==> config.mk <==
export PLATFORM = sky130hd
export DESIGN_NAME = xnb_sound_stream_parser_unit
export DESIGN_NICKNAME = d
export VERILOG_FILES = /design/src/design/xsp_pkg.sv /design/src/design/xnb_sound_stream_parser_unit.sv /design/src/design/xsp_out_queue.sv
export SDC_FILE = /design/constraint.sdc
export NUM_CORES = 2
export LEC_CHECK = 0
export ABC_AREA = 0
export BUFFER_PORTS_ARGS = -buffer_cell sky130_fd_sc_hd__buf_2
export CAP_MARGIN = 20
export CELL_PAD_IN_SITES_DETAIL_PLACEMENT = 0
export CELL_PAD_IN_SITES_GLOBAL_PLACEMENT = 1
export CORE_ASPECT_RATIO = 0.8
export CORE_UTILIZATION = 30
export DETAILED_ROUTE_END_ITERATION = 7
export GPL_TIMING_DRIVEN = 0
export PLACE_DENSITY = 0.55
export SETUP_SLACK_MARGIN = 0.05
export SYNTH_ARGS = -nofsm -noshare
export SYNTH_HDL_FRONTEND = slang
export SYNTH_HIERARCHICAL = 1
export SYNTH_SLANG_ARGS = --single-unit
==> constraint.sdc <==
create_clock -name i_clk -period 26.7 [get_ports i_clk]
set_input_delay 4.005 -clock i_clk [delete_from_list [all_inputs] [get_ports i_clk]]
set_output_delay 4.005 -clock i_clk [all_outputs]
set_load 0.02 [all_outputs]
==> src/design/xsp_pkg.sv <==
// Shared types and constants for the sound stream parser.
`timescale 1ns / 1ps
package xsp_pkg;
    localparam int unsigned MaxFileBytes = 33554432;
    localparam int unsigned MaxNameBytes = 4096;

    typedef enum logic [1:0] {
        K_FORMAT  = 2'd0,
        K_WAVE    = 2'd1,
        K_SUMMARY = 2'd2
    } t_kind;

    typedef enum logic [3:0] {
        E_OK = 4'd0, E_SIZE = 4'd1, E_MAGIC = 4'd2, E_COMPRESSED = 4'd3,
        E_DECLARED = 4'd4, E_RCOUNT = 4'd5, E_RNAME = 4'd6, E_RVER = 4'd7,
        E_NOSOUND = 4'd8, E_PRIMARY = 4'd9, E_FMTSIZE = 4'd10,
        E_FMTFIELDS = 4'd11, E_WAVESIZE = 4'd12, E_ALIGN = 4'd13,
        E_TRAILER = 4'd14
    } t_err;

    typedef struct packed {
        t_kind       kind;
        logic [7:0]  data_byte;
        logic [3:0]  status;
        logic [15:0] fmt_code;
        logic [15:0] num_channels;
        logic [31:0] rate_hz;
        logic [31:0] avg_bytes_per_second;
        logic [15:0] frame_size;
        logic [15:0] sample_width;
        logic [31:0] loop_begin;
        logic [31:0] loop_span;
        logic [31:0] length_ms;
    } t_result;

    function automatic logic [7:0] pattern_char(input logic [4:0] idx);
        case (idx)
            5'd0: pattern_char = 8'h53;  5'd1: pattern_char = 8'h6f;
            5'd2: pattern_char = 8'h75;  5'd3: pattern_char = 8'h6e;
            5'd4: pattern_char = 8'h64;  5'd5: pattern_char = 8'h45;
            5'd6: pattern_char = 8'h66;  5'd7: pattern_char = 8'h66;
            5'd8: pattern_char = 8'h65;  5'd9: pattern_char = 8'h63;
            5'd10: pattern_char = 8'h74; 5'd11: pattern_char = 8'h52;
            5'd12: pattern_char = 8'h65; 5'd13: pattern_char = 8'h61;
            5'd14: pattern_char = 8'h64; 5'd15: pattern_char = 8'h65;
            5'd16: pattern_char = 8'h72;
            default: pattern_char = 8'h00;
        endcase
    endfunction
endpackage

==> src/design/xnb_sound_stream_parser_unit.sv <==
// Top level of the sound asset stream parser.
`timescale 1ns / 1ps
// Results are written into the result queue when their byte is accepted; a summary
// pushed with a forwarded byte of the same request is queued behind that byte.
// Throughput: one file byte per cycle; input stalls only while the four-entry
// result queue holds more than two results, since the last byte can yield two.
// Reset (synchronous, active low) returns to the first magic byte, clears all
// parse state and empties the queue. After each last byte the parser restarts.
module xnb_sound_stream_parser_unit #(
    parameter int unsigned MAX_FILE_BYTES = xsp_pkg::MaxFileBytes,
    parameter int unsigned MAX_NAME_BYTES = xsp_pkg::MaxNameBytes
) (
    input  logic        i_clk,
    input  logic        i_rst_n,
    input  logic        i_valid,
    output logic        o_ready,
    input  logic [7:0]  i_in_byte,
    input  logic        i_last,
    output logic        o_valid,
    input  logic        i_ready,
    output logic [1:0]  o_kind,
    output logic [7:0]  o_data_byte,
    output logic [3:0]  o_status,
    output logic [15:0] o_fmt_code,
    output logic [15:0] o_num_channels,
    output logic [31:0] o_rate_hz,
    output logic [31:0] o_avg_bytes_per_second,
    output logic [15:0] o_frame_size,
    output logic [15:0] o_sample_width,
    output logic [31:0] o_loop_begin,
    output logic [31:0] o_loop_span,
    output logic [31:0] o_length_ms
);
    import xsp_pkg::*;

    // parse phases, header bytes are phases 0..9
    localparam logic [4:0] PH_RCOUNT = 5'd10, PH_NAMELEN = 5'd11, PH_NAME = 5'd12,
        PH_RVER = 5'd13, PH_SHARED = 5'd14, PH_PRIMARY = 5'd15, PH_FMTSIZE = 5'd16,
        PH_FMT = 5'd17, PH_WAVESIZE = 5'd18, PH_WAVE = 5'd19, PH_LOOP = 5'd20,
        PH_DONE = 5'd21, PH_ERR = 5'd22;

    logic [4:0]  r_ph, n_ph;
    logic [31:0] r_seen, n_seen;
    logic        r_sat, n_sat;
    logic [31:0] r_acc, n_acc;
    logic [2:0]  r_vsh, n_vsh;
    logic [31:0] r_rem, n_rem;
    logic [6:0]  r_rl, n_rl;
    logic [4:0]  r_mp, n_mp;
    logic        r_snd, n_snd;
    logic [31:0] r_decl, n_decl;
    logic [3:0]  r_err, n_err;
    logic [15:0] r_fbc, n_fbc;
    logic [31:0] r_fmt [6];
    logic [31:0] n_fmt [6];
    logic [31:0] r_loop [3];
    logic [31:0] n_loop [3];

    logic        accept, push0, push1;
    t_result     item0, item1;
    logic        room;
    t_result     q_out;

    // varint helpers
    logic [31:0] v_acc;
    logic        v_more, v_long;
    logic [31:0] w_acc;
    logic [31:0] w_rem;
    logic        w_done;
    logic [31:0] rem_dec;
    logic [3:0]  st;
    logic [3:0]  fin_err;
    logic [63:0] v_sh;
    logic [3:0]  fidx;
    logic [3:0]  lpos;

    assign accept  = i_valid && o_ready;
    assign o_ready = room;

    always_comb begin
        v_sh   = {57'd0, i_in_byte[6:0]} << (6'd7 * {3'd0, r_vsh});
        v_acc  = r_acc | v_sh[31:0];
        v_more = i_in_byte[7];
        v_long = v_more && (r_vsh + 3'd1 >= 3'd5);
        w_acc  = r_acc | ({24'd0, i_in_byte} << {(2'd0 - r_rem[1:0]), 3'b000});
        w_rem  = r_rem - 32'd1;
        w_done = (w_rem == 32'd0);
        rem_dec = r_rem - 32'd1;
        fidx   = r_acc[3:0];
        lpos   = 4'd12 - r_rem[3:0];
    end

    always_comb begin
        n_ph = r_ph; n_acc = r_acc; n_vsh = r_vsh; n_rem = r_rem; n_rl = r_rl;
        n_mp = r_mp; n_snd = r_snd; n_decl = r_decl; n_err = r_err; n_fbc = r_fbc;
        n_fmt = r_fmt; n_loop = r_loop;
        n_sat = r_sat; n_seen = r_seen;
        push0 = 1'b0; item0 = '0;
        if (r_seen == 32'hFFFF_FFFF) n_sat = 1'b1;
        else n_seen = r_seen + 32'd1;

        if (r_ph < 5'd10) begin
            if (r_ph < 5'd3 && i_in_byte != (r_ph == 5'd0 ? 8'h58 :
                                              r_ph == 5'd1 ? 8'h4e : 8'h42)) begin
                n_err = E_MAGIC; n_ph = PH_ERR;
            end else if (r_ph == 5'd5 && i_in_byte[7]) begin
                n_err = E_COMPRESSED; n_ph = PH_ERR;
            end else begin
                if (r_ph >= 5'd6)
                    n_decl = r_decl | ({24'd0, i_in_byte} << {r_ph[1:0] - 2'd2, 3'b000});
                n_ph = r_ph + 5'd1;
                if (r_ph == 5'd9) begin
                    n_ph = PH_RCOUNT; n_acc = '0; n_vsh = '0;
                end
            end
        end else begin
            case (r_ph)
                PH_RCOUNT, PH_NAMELEN, PH_SHARED, PH_PRIMARY: begin
                    n_acc = v_acc;
                    n_vsh = r_vsh + 3'd1;
                    if (v_long) begin
                        n_ph = PH_ERR;
                        n_err = (r_ph == PH_RCOUNT) ? E_RCOUNT :
                                (r_ph == PH_NAMELEN) ? E_RNAME : E_PRIMARY;
                    end else if (!v_more) begin
                        case (r_ph)
                            PH_RCOUNT: begin
                                if (v_acc == 32'd0 || v_acc > 32'd64) begin
                                    n_err = E_RCOUNT; n_ph = PH_ERR;
                                end else begin
                                    n_rl = v_acc[6:0];
                                    n_ph = PH_NAMELEN; n_acc = '0; n_vsh = '0;
                                end
                            end
                            PH_NAMELEN: begin
                                if (v_acc > MAX_NAME_BYTES) begin
                                    n_err = E_RNAME; n_ph = PH_ERR;
                                end else begin
                                    n_mp = '0;
                                    n_rem = v_acc;
                                    if (v_acc == 32'd0) begin
                                        n_ph = PH_RVER; n_acc = '0; n_rem = 32'd4;
                                    end else n_ph = PH_NAME;
                                end
                            end
                            PH_SHARED: begin
                                n_ph = PH_PRIMARY; n_acc = '0; n_vsh = '0;
                            end
                            default: begin
                                if (v_acc == 32'd0) begin
                                    n_err = E_PRIMARY; n_ph = PH_ERR;
                                end else begin
                                    n_ph = PH_FMTSIZE; n_acc = '0; n_rem = 32'd4;
                                end
                            end
                        endcase
                    end
                end
                PH_NAME: begin
                    if (i_in_byte == pattern_char(r_mp)) begin
                        n_mp = r_mp + 5'd1;
                        if (r_mp == 5'd16) begin
                            n_snd = 1'b1; n_mp = '0;
                        end
                    end else n_mp = (i_in_byte == 8'h53) ? 5'd1 : 5'd0;
                    n_rem = rem_dec;
                    if (rem_dec == 32'd0) begin
                        n_ph = PH_RVER; n_acc = '0; n_rem = 32'd4;
                    end
                end
                PH_RVER: begin
                    n_acc = w_acc; n_rem = w_rem;
                    if (w_done) begin
                        n_rl = r_rl - 7'd1;
                        if (r_rl == 7'd1) begin
                            if (!r_snd) begin
                                n_err = E_NOSOUND; n_ph = PH_ERR;
                            end else begin
                                n_ph = PH_SHARED; n_acc = '0; n_vsh = '0;
                            end
                        end else begin
                            n_ph = PH_NAMELEN; n_acc = '0; n_vsh = '0;
                        end
                    end
                end
                PH_FMTSIZE: begin
                    n_acc = w_acc; n_rem = w_rem;
                    if (w_done) begin
                        if (w_acc < 32'd16 || w_acc > 32'd256) begin
                            n_err = E_FMTSIZE; n_ph = PH_ERR;
                        end else begin
                            n_rem = w_acc; n_acc = '0; n_ph = PH_FMT;
                        end
                    end
                end
                PH_FMT: begin
                    if (r_acc < 32'd16) begin
                        case (fidx)
                            4'd0, 4'd1:
                                n_fmt[0] = r_fmt[0] | ({24'd0, i_in_byte} << {fidx[0], 3'b0});
                            4'd2, 4'd3:
                                n_fmt[1] = r_fmt[1] | ({24'd0, i_in_byte} << {fidx[0], 3'b0});
                            4'd4, 4'd5, 4'd6, 4'd7:
                                n_fmt[2] = r_fmt[2] | ({24'd0, i_in_byte} << {fidx[1:0], 3'b0});
                            4'd8, 4'd9, 4'd10, 4'd11:
                                n_fmt[3] = r_fmt[3] | ({24'd0, i_in_byte} << {fidx[1:0], 3'b0});
                            4'd12, 4'd13:
                                n_fmt[4] = r_fmt[4] | ({24'd0, i_in_byte} << {fidx[0], 3'b0});
                            default:
                                n_fmt[5] = r_fmt[5] | ({24'd0, i_in_byte} << {fidx[0], 3'b0});
                        endcase
                    end
                    n_acc = r_acc + 32'd1;
                    n_rem = rem_dec;
                    if (rem_dec == 32'd0) begin
                        if (n_fmt[1] == 32'd0 || n_fmt[2] == 32'd0 || n_fmt[4] == 32'd0) begin
                            n_err = E_FMTFIELDS; n_ph = PH_ERR;
                        end else begin
                            n_ph = PH_WAVESIZE; n_acc = '0; n_rem = 32'd4;
                        end
                    end
                    push0 = 1'b1; item0.kind = K_FORMAT; item0.data_byte = i_in_byte;
                end
                PH_WAVESIZE: begin
                    n_acc = w_acc; n_rem = w_rem;
                    if (w_done) begin
                        if (w_acc == 32'd0 || w_acc > MAX_FILE_BYTES) begin
                            n_err = E_WAVESIZE; n_ph = PH_ERR;
                        end else begin
                            n_rem = w_acc; n_fbc = '0; n_ph = PH_WAVE;
                        end
                    end
                end
                PH_WAVE: begin
                    n_fbc = r_fbc + 16'd1;
                    if ({16'd0, n_fbc} >= {16'd0, r_fmt[4][15:0]} || r_fbc == 16'hFFFF)
                        n_fbc = '0;
                    n_rem = rem_dec;
                    if (rem_dec == 32'd0) begin
                        if (r_fmt[0] == 32'd1 && n_fbc != 16'd0) begin
                            n_err = E_ALIGN; n_ph = PH_ERR;
                        end else begin
                            n_ph = PH_LOOP; n_rem = 32'd12;
                        end
                    end
                    push0 = 1'b1; item0.kind = K_WAVE; item0.data_byte = i_in_byte;
                end
                PH_LOOP: begin
                    if (lpos < 4'd4)
                        n_loop[0] = r_loop[0] | ({24'd0, i_in_byte} << {lpos[1:0], 3'b0});
                    else if (lpos < 4'd8)
                        n_loop[1] = r_loop[1] | ({24'd0, i_in_byte} << {lpos[1:0], 3'b0});
                    else
                        n_loop[2] = r_loop[2] | ({24'd0, i_in_byte} << {lpos[1:0], 3'b0});
                    n_rem = rem_dec;
                    if (rem_dec == 32'd0) n_ph = PH_DONE;
                end
                default: ;
            endcase
        end

        // summary on the last byte
        fin_err = n_err;
        if (n_err == E_OK) begin
            case (n_ph)
                PH_RCOUNT: fin_err = E_RCOUNT;
                PH_NAMELEN, PH_NAME: fin_err = E_RNAME;
                PH_RVER: fin_err = E_RVER;
                PH_SHARED, PH_PRIMARY: fin_err = E_PRIMARY;
                PH_FMTSIZE, PH_FMT: fin_err = E_FMTSIZE;
                PH_WAVESIZE, PH_WAVE: fin_err = E_WAVESIZE;
                PH_LOOP: fin_err = E_TRAILER;
                default: fin_err = E_OK;
            endcase
        end
        if (n_sat || n_seen < 32'd10 || n_seen > MAX_FILE_BYTES) st = E_SIZE;
        else if (fin_err == E_MAGIC || fin_err == E_COMPRESSED) st = fin_err;
        else if (n_decl != n_seen) st = E_DECLARED;
        else st = fin_err;
        item1 = '0;
        item1.kind = K_SUMMARY;
        item1.status = st;
        if (st == E_OK) begin
            item1.fmt_code = n_fmt[0][15:0];
            item1.num_channels = n_fmt[1][15:0];
            item1.rate_hz = n_fmt[2];
            item1.avg_bytes_per_second = n_fmt[3];
            item1.frame_size = n_fmt[4][15:0];
            item1.sample_width = n_fmt[5][15:0];
            item1.loop_begin = n_loop[0];
            item1.loop_span = n_loop[1];
            item1.length_ms = n_loop[2];
        end
        push1 = i_last;
    end

    always_ff @(posedge i_clk) begin
        if (!i_rst_n || (accept && i_last)) begin
            r_ph <= '0; r_seen <= '0; r_sat <= 1'b0; r_acc <= '0; r_vsh <= '0;
            r_rem <= '0; r_rl <= '0; r_mp <= '0; r_snd <= 1'b0; r_decl <= '0;
            r_err <= '0; r_fbc <= '0;
            for (int k = 0; k < 6; k++) r_fmt[k] <= '0;
            for (int k = 0; k < 3; k++) r_loop[k] <= '0;
        end else if (accept) begin
            r_ph <= n_ph; r_seen <= n_seen; r_sat <= n_sat; r_acc <= n_acc;
            r_vsh <= n_vsh; r_rem <= n_rem; r_rl <= n_rl; r_mp <= n_mp;
            r_snd <= n_snd; r_decl <= n_decl; r_err <= n_err; r_fbc <= n_fbc;
            r_fmt <= n_fmt; r_loop <= n_loop;
        end
    end

    xsp_out_queue u_queue (
        .i_clk   (i_clk),
        .i_rst_n (i_rst_n),
        .i_push0 (accept && push0),
        .i_item0 (item0),
        .i_push1 (accept && push1),
        .i_item1 (item1),
        .o_room  (room),
        .o_valid (o_valid),
        .o_item  (q_out),
        .i_ready (i_ready)
    );

    assign o_kind                 = q_out.kind;
    assign o_data_byte            = q_out.data_byte;
    assign o_status               = q_out.status;
    assign o_fmt_code             = q_out.fmt_code;
    assign o_num_channels         = q_out.num_channels;
    assign o_rate_hz              = q_out.rate_hz;
    assign o_avg_bytes_per_second = q_out.avg_bytes_per_second;
    assign o_frame_size           = q_out.frame_size;
    assign o_sample_width         = q_out.sample_width;
    assign o_loop_begin           = q_out.loop_begin;
    assign o_loop_span            = q_out.loop_span;
    assign o_length_ms            = q_out.length_ms;
endmodule

==> src/design/xsp_out_queue.sv <==
// Four-entry result queue between the parser and the output channel.
`timescale 1ns / 1ps
module xsp_out_queue (
    input  logic             i_clk,
    input  logic             i_rst_n,
    input  logic             i_push0,
    input  xsp_pkg::t_result i_item0,
    input  logic             i_push1,
    input  xsp_pkg::t_result i_item1,
    output logic             o_room,
    output logic             o_valid,
    output xsp_pkg::t_result o_item,
    input  logic             i_ready
);
    import xsp_pkg::*;

    t_result     r_q [4];
    logic [1:0]  r_rd, r_wr;
    logic [2:0]  r_cnt;
    logic        pop;
    logic [1:0]  npush;

    assign pop     = o_valid && i_ready;
    assign o_valid = (r_cnt != 3'd0);
    assign o_item  = r_q[r_rd];
    // an accepted byte may push two results; keep two slots free
    assign o_room  = (r_cnt <= 3'd2);
    assign npush   = {1'b0, i_push0} + {1'b0, i_push1};

    always_ff @(posedge i_clk) begin
        if (!i_rst_n) begin
            r_rd  <= '0;
            r_wr  <= '0;
            r_cnt <= '0;
        end else begin
            if (i_push0) r_q[r_wr] <= i_item0;
            if (i_push1) r_q[i_push0 ? r_wr + 2'd1 : r_wr] <= i_item1;
            r_wr  <= r_wr + npush;
            if (pop) r_rd <= r_rd + 2'd1;
            r_cnt <= r_cnt + {1'b0, npush} - {2'b0, pop};
        end
    end
endmodule
Word level (Yosys, flattened, before mapping)
Memory sizes are Yosys's and may differ from the RTL's. A register that Yosys moved wholly into a read port is not among the register bits.
Index checks and enable logic that the tools add are counted.
{"block": "word_totals", "wordCells": 363, "register_bits": 465, "n_memories": 3, "output_inout_bits": 240, "ramBits": 952, "input_bits": 13, "rom_bits": 352}
{"block": "op_classes", "shifts": 6, "eq_ne": 59, "muxes": 163, "bitwise": 13, "order_cmp": 16, "add_sub_neg": 17, "n_mul": 1, "n_reduce_logical": 57}
{"memory": "u_queue.r_q", "words": 4, "width": 238, "rd": 1, "rd_clocked_by_memory_dff": 1, "wr": 2, "line": "xsp_out_queue.sv:17", "source": "t_result r_q [4];"}
{"memory": "(no name shown)", "words": 32, "width": 7, "rd": 1, "rd_clocked_by_memory_dff": 1, "wr": 0, "line": "xsp_pkg.sv:37", "source": "case (idx)"}
{"memory": "(no name shown)", "words": 32, "width": 4, "rd": 1, "rd_clocked_by_memory_dff": 0, "wr": 0, "line": "xnb_sound_stream_parser_unit.sv:265", "source": "case (n_ph)"}
{"op": "$mux 32", "n": 46}
{"op": "$mux 192", "n": 3}
{"op": "$or 32x32->32", "n": 12}
{"op": "$mux 176", "n": 2}
{"op": "$mux 224", "n": 1}
{"op": "$pmux 32 s7", "n": 1}
{"op": "$logic_not 32->1", "n": 6}
{"op": "$mux 96", "n": 2}
{"op": "$pmux 32 s6", "n": 1}
{"op": "$mux 5", "n": 26}
{"op": "$shl 8x5->32", "n": 4}
{"op": "$mux 4", "n": 26}
{"op": "$pmux 32 s3", "n": 1}
{"op": "$mux 16", "n": 5}
{"op": "$add 32x1->32 const B", "n": 2}
{"op": "$gt 32x26->1 const B", "n": 2}
{"op": "$lt 32x5->1 const B", "n": 2}
{"op": "$mux 64", "n": 1}
{"op": "$pmux 32 s2", "n": 1}
{"op": "$mux 3", "n": 14}
{"op": "$pmux 5 s8", "n": 1}
{"op": "$eq 5x4->1 const B", "n": 7}
{"op": "$mux 7", "n": 5}
{"op": "$eq 32x1->1 const B", "n": 1}
{"op": "other kinds (77)", "n": 160}

Depth between registers and ports, before layout
{"block": "logic_depth", "ltp_word": 21, "ltp_mapped": 25, "ltp_nobuf": 21}

Cells and area by module
Netlist, hierarchy kept.
{"mod": "xsp_out_queue", "cells_per_inst": 2378, "instances": 1, "area_each_um2": 46718.6, "seq_area_each_um2": 28767.6}
{"mod": "xnb_sound_stream_parser_unit", "cells_per_inst": 3614, "instances": 1, "area_each_um2": 26457.9, "seq_area_each_um2": 8027.7}

Worst setup path after synthesis
No wires, ideal clock.
{"block": "synth_path", "path_type": "input -> register", "start": "input i_valid", "end": "memory u_queue/r_q[0][0] in the netlist's numbering, enable pin", "stages": 9, "path_buffers": 4, "t_arrival_ps": 22695, "setup_slack_ps": 2801, "setup_time_ps": 1204, "required_time_ps": 25496, "path_cell_list": "nand2_1 -> clkbuf_1 -> buf_1 -> nor3_1 -> buf_2 -> clkbuf_1 -> nor2b_1 -> a32oi_1 -> a21boi_0"}
{"element": "start, declared", "line": "xnb_sound_stream_parser_unit.sv:15", "source": "input logic i_valid,"}
{"element": "end, declared", "line": "xsp_out_queue.sv:17"}

==> summary.md <==
| Metric | Value |
|---|---|
| Outcome | completed |
| Worst setup EP type | flip-flop |
| Top cell by count, worst path | clkbuf_1 |
| Largest family of logic cells by synthesized area | multiplexers |
| Clk Latency, worst-skew pair | 870 ps |
| FMAX | 0.09347 GHz |
| Post-CTS sizing | 0 |
| Syn Std Cell Area | 0.07318 mm2 |
| Crit path max-delay family | compound AO/OA/AOI/OAI gates |
| Starting Density | 30.30% |
| Crit Reg-Reg Startpoint | r_ph[0] |
| Clock tree buffer depth | 4 |
| Final setup violation count | 0 |
| Routed via count | 54990 |
| Post-synthesis sequential area ratio | 50.28% |
| Main area contributors after synthesis | edfxtp_1, mux2_2, dfxtp_1 |
| Post-synth top area share | 39.07% |
| Slowest-stage cell, CP | nor4_2 |
| Initial DRC Count | 5291 |
| Distinct cells, synth | 104 |
| #FFs+latches synth | 1362 |
| Yosys warning count | 6 |
| Compound-Gate Fraction of Synth Area | 8.768% |
| Final min period | 10700 ps |
| Synthesized area per cell | 12.21 um2 |
| Worst Path Arrival | 11400 ps |
| Worst-path fanout max | 10 |
| CORE AREA | 0.2415 mm2 |
| Gpl congestion | 0.9127 |
| Slew HR | 12.55% |
| Total grt overflow | 0 |
| Die area | 0.2459 mm2 |
| Xor and xnor area share after synthesis | 1.616% |
| Mux share of post-synthesis cell area | 22.06% |
| Final Slew Violations | 0 |
| Pin count of the biggest net entering global routing | 26 |
| Largest area contributor in the netlist | edfxtp_1 |
| Post-CTS Hold Fix Bufs | 0 |
| Horiz. Die Dim | 554.2 um |
| RSZ-0062 raised after global routing | no |
| DRT antenna net count | 0 |
| CTS tree | done |
| CTS sink cnt | 1362 |
| # H-tree levels | 4 |
| Worst vdd ir | 48.05 uV |
| Routed length per placed instance | 25.22 um |
| Hold Path Class | flip-flop to flip-flop |
| Hold_sp | r_decl[5] |
| Tot GR Track Use | 21.64% |
| Part of the cycle the worst path needs | 40.07% |
| Power Density | 69.90 mW/mm2 |
| CTS Buf Count | 167 |
| Vias in the first global route | 53580 |
| Non-filler cells, final | 10770 |
| Clk_skew | 80.22 ps |
| Root buf cell | clkbuf_16 |
| Synth Instances | 5992 |
| FP Rows | 161 |
| Clock transition at path regs | 60 ps |
| Die span in y | 443.7 um |
| Drt pass-1 iters | 6 |
| First-pass GRT wire length | 388900 um |
| Leak Pwr | 0.03054 uW |
| Setup crit start kind | input pin |
| Worst Tran Pin Value | 1312 ps |
| Crit path largest cell delay | 830 ps |
| Buf/Inv on CP | 5 |
| Antenna violations before repair | 17 |
| Layout Nets | 7522 |
| I/O pin cnt | 253 |
| Asr flop ratio synth | 0% |
| Area grow syn2layout | 21.38% |
| Final wirelength | 271600 um |
| Data required time of the worst path | 27400 ps |
| Placed Cells | 10460 |
| Number of synthesized flops with an enable pin | 952 |
| CP Class | input pin to flip-flop |
| Post-CTS Setup Inserts | 0 |
| Layout cells sized above 1 | 28.40% |
| Dpl hpwl | 198400 um |
| Synth Area in Adders | 0.7968% |
| Vias per cell | 5.106 |
| Worst path cell trace | buf_2 -> clkbuf_1 -> clkbuf_1 -> nor2_1 -> a21oi_1 -> o21ai_0 -> a31oi_1 -> o211ai_1 -> a221o_1 -> a2111oi_2 -> nor2_1 -> ha_1 -> and2_1 -> o2111ai_1 -> nand2_1 -> buf_2 -> clkbuf_1 -> nor4_2 -> mux2_2 |
| I/O Buffers | 252 |
| Final-report hold violation count | 0 |
| Setup crit start | i_in_byte[2] |
| Synth Area in Simple Gates | 12.11% |
| Final TNS setup | 0 ps |
| Max_cap viols | 0 |
| Residual DRC | 0 |
| Ys flop type | edfxtp_1 |
[stage by stage]
step	hold slack, ps	utilization, %	setup WS, ps	total power [uW]	area (um2)
3_5_place_dp	454.8	34.64	15360	4058	83670
3_3_place_gp	446.5	33.95	-18200	4079	81990
5_1_grt	480.0	36.77	15910	6443	88820
6_report	465.7	36.78	16000	6208	88820
4_1_cts	469.2	36.75	16260	6281	88760
2_1_floorplan	437.3	-	2801	3488	76760
[synth_stat cells (9+ instances only)]
cell type	n
nor4_2	164
buf_6	98
nor2_1	523
and4_1	9
buf_4	23
nand2b_1	16
a211oi_1	17
ha_1	45
mux2_1	42
nor4b_1	11
xor2_1	59
nor4_1	122
mux2_2	911
nand3b_1	12
buf_1	26
or3_1	43
o21ai_0	144
a21oi_1	631
xnor2_1	76
a21o_1	10
and3_1	60
nand2_1	212
a31oi_1	99
nand3_1	75
nor3b_1	12
a2111oi_0	9
nor2b_1	35
or4_1	18
dfxtp_1	410
clkbuf_1	308
mux4_2	238
o31ai_1	10
nand4_1	33
nor3_1	78
edfxtp_1	952
buf_2	76
a22oi_1	25
inv_1	61
o32ai_1	9
and2_1	59
o221ai_1	11
or2_2	13
o22ai_1	53
o21a_1	13
[routing by layer]
metal / vias to the layer above / GRT usage, % / wire (um)
li1: 25000 / - / -
met1: 27930 / 31.00 / 125800
met2: 1716 / 33.52 / 121300
met3: 350 / 3.557 / 16630
met4: 6 / 5.942 / 7924
met5: - / 0 / 26
[report_power, final]
group	internal, uW	switching, uW	leakage (uW)
combinational	560	1100	0.0161
sequential	2320	20.4	0.0119
clock	1250	957	0.00250
total	4130	2080	0.0305
[cell type report]
cell class,instances,area [um2]
Fill cell,23900,152700
Multi-Input combinational cell,4986,36880
Sequential cell,1362,36800
Clock buffer,217,4537
Tap cell,3178,3976
Buffer,537,2965
Timing Repair Buffer,348,2875
Clock inverter,78,553.0
Inverter,61,229.0
Antenna cell,4,10.01
[state kept, by name (all words and copies together) (netlist names), 4 cells and up, named ones only]
register,count
u_queue/r_q,952
r_fmt,128
r_loop,96
r_acc,32
r_decl,32
r_rem,32
r_seen,32
r_fbc,16
r_rl,7
r_mp,5
r_ph,5
r_err,4
[cells in the final DEF, fill, tap and decap left out, drive strengths merged, types with 18 or more instances in the layout]
cell type	Yosys	layout
nor3	82	82
nor2b	35	35
and2	63	63
conb	2	956
nor2	524	524
nand2	213	213
edfxtp	952	952
clkbuf	312	533
a211oi	18	18
mux2	953	953
o21ai	154	154
inv	61	67
nand4	33	33
nor4	288	288
o22ai	53	53
and3	60	60
or4	20	20
a31oi	99	99
buf	225	569
xnor2	76	76
ha	45	45
xor2	59	59
clkinv	0	64
dfxtp	410	410
or3	43	43
a21oi	632	632
a22oi	25	25
nand3	76	76
mux4	238	238
[worst paths after layout]
path	endpoint	depth (start not counted)	slack (ps)
min	r_decl[5]	2	470
max	u_queue/r_q[3][72]	19	16000
min reg2reg	r_decl[5]	2	470
max reg2reg	u_queue/r_q[3][72]	20	18850
[worst register-to-register path, delay by kind of cell, from the launching register on]
kind	cells	cell delay [ps]
simple gates	7	2420
buf+inv	5	1970
mux	1	300
compound gates	5	2160
flops	1	380
fa+ha+maj	2	500
[cells by family after synthesis]
logic type,count (synthesis)
fa+ha+maj,46
buf+inv,598
other cells,2
flops,1362
xor+xnor,135
simple gates,1536
mux,1196
compound gates,1117
No activity file was read; power rests on OpenSTA's default activity.
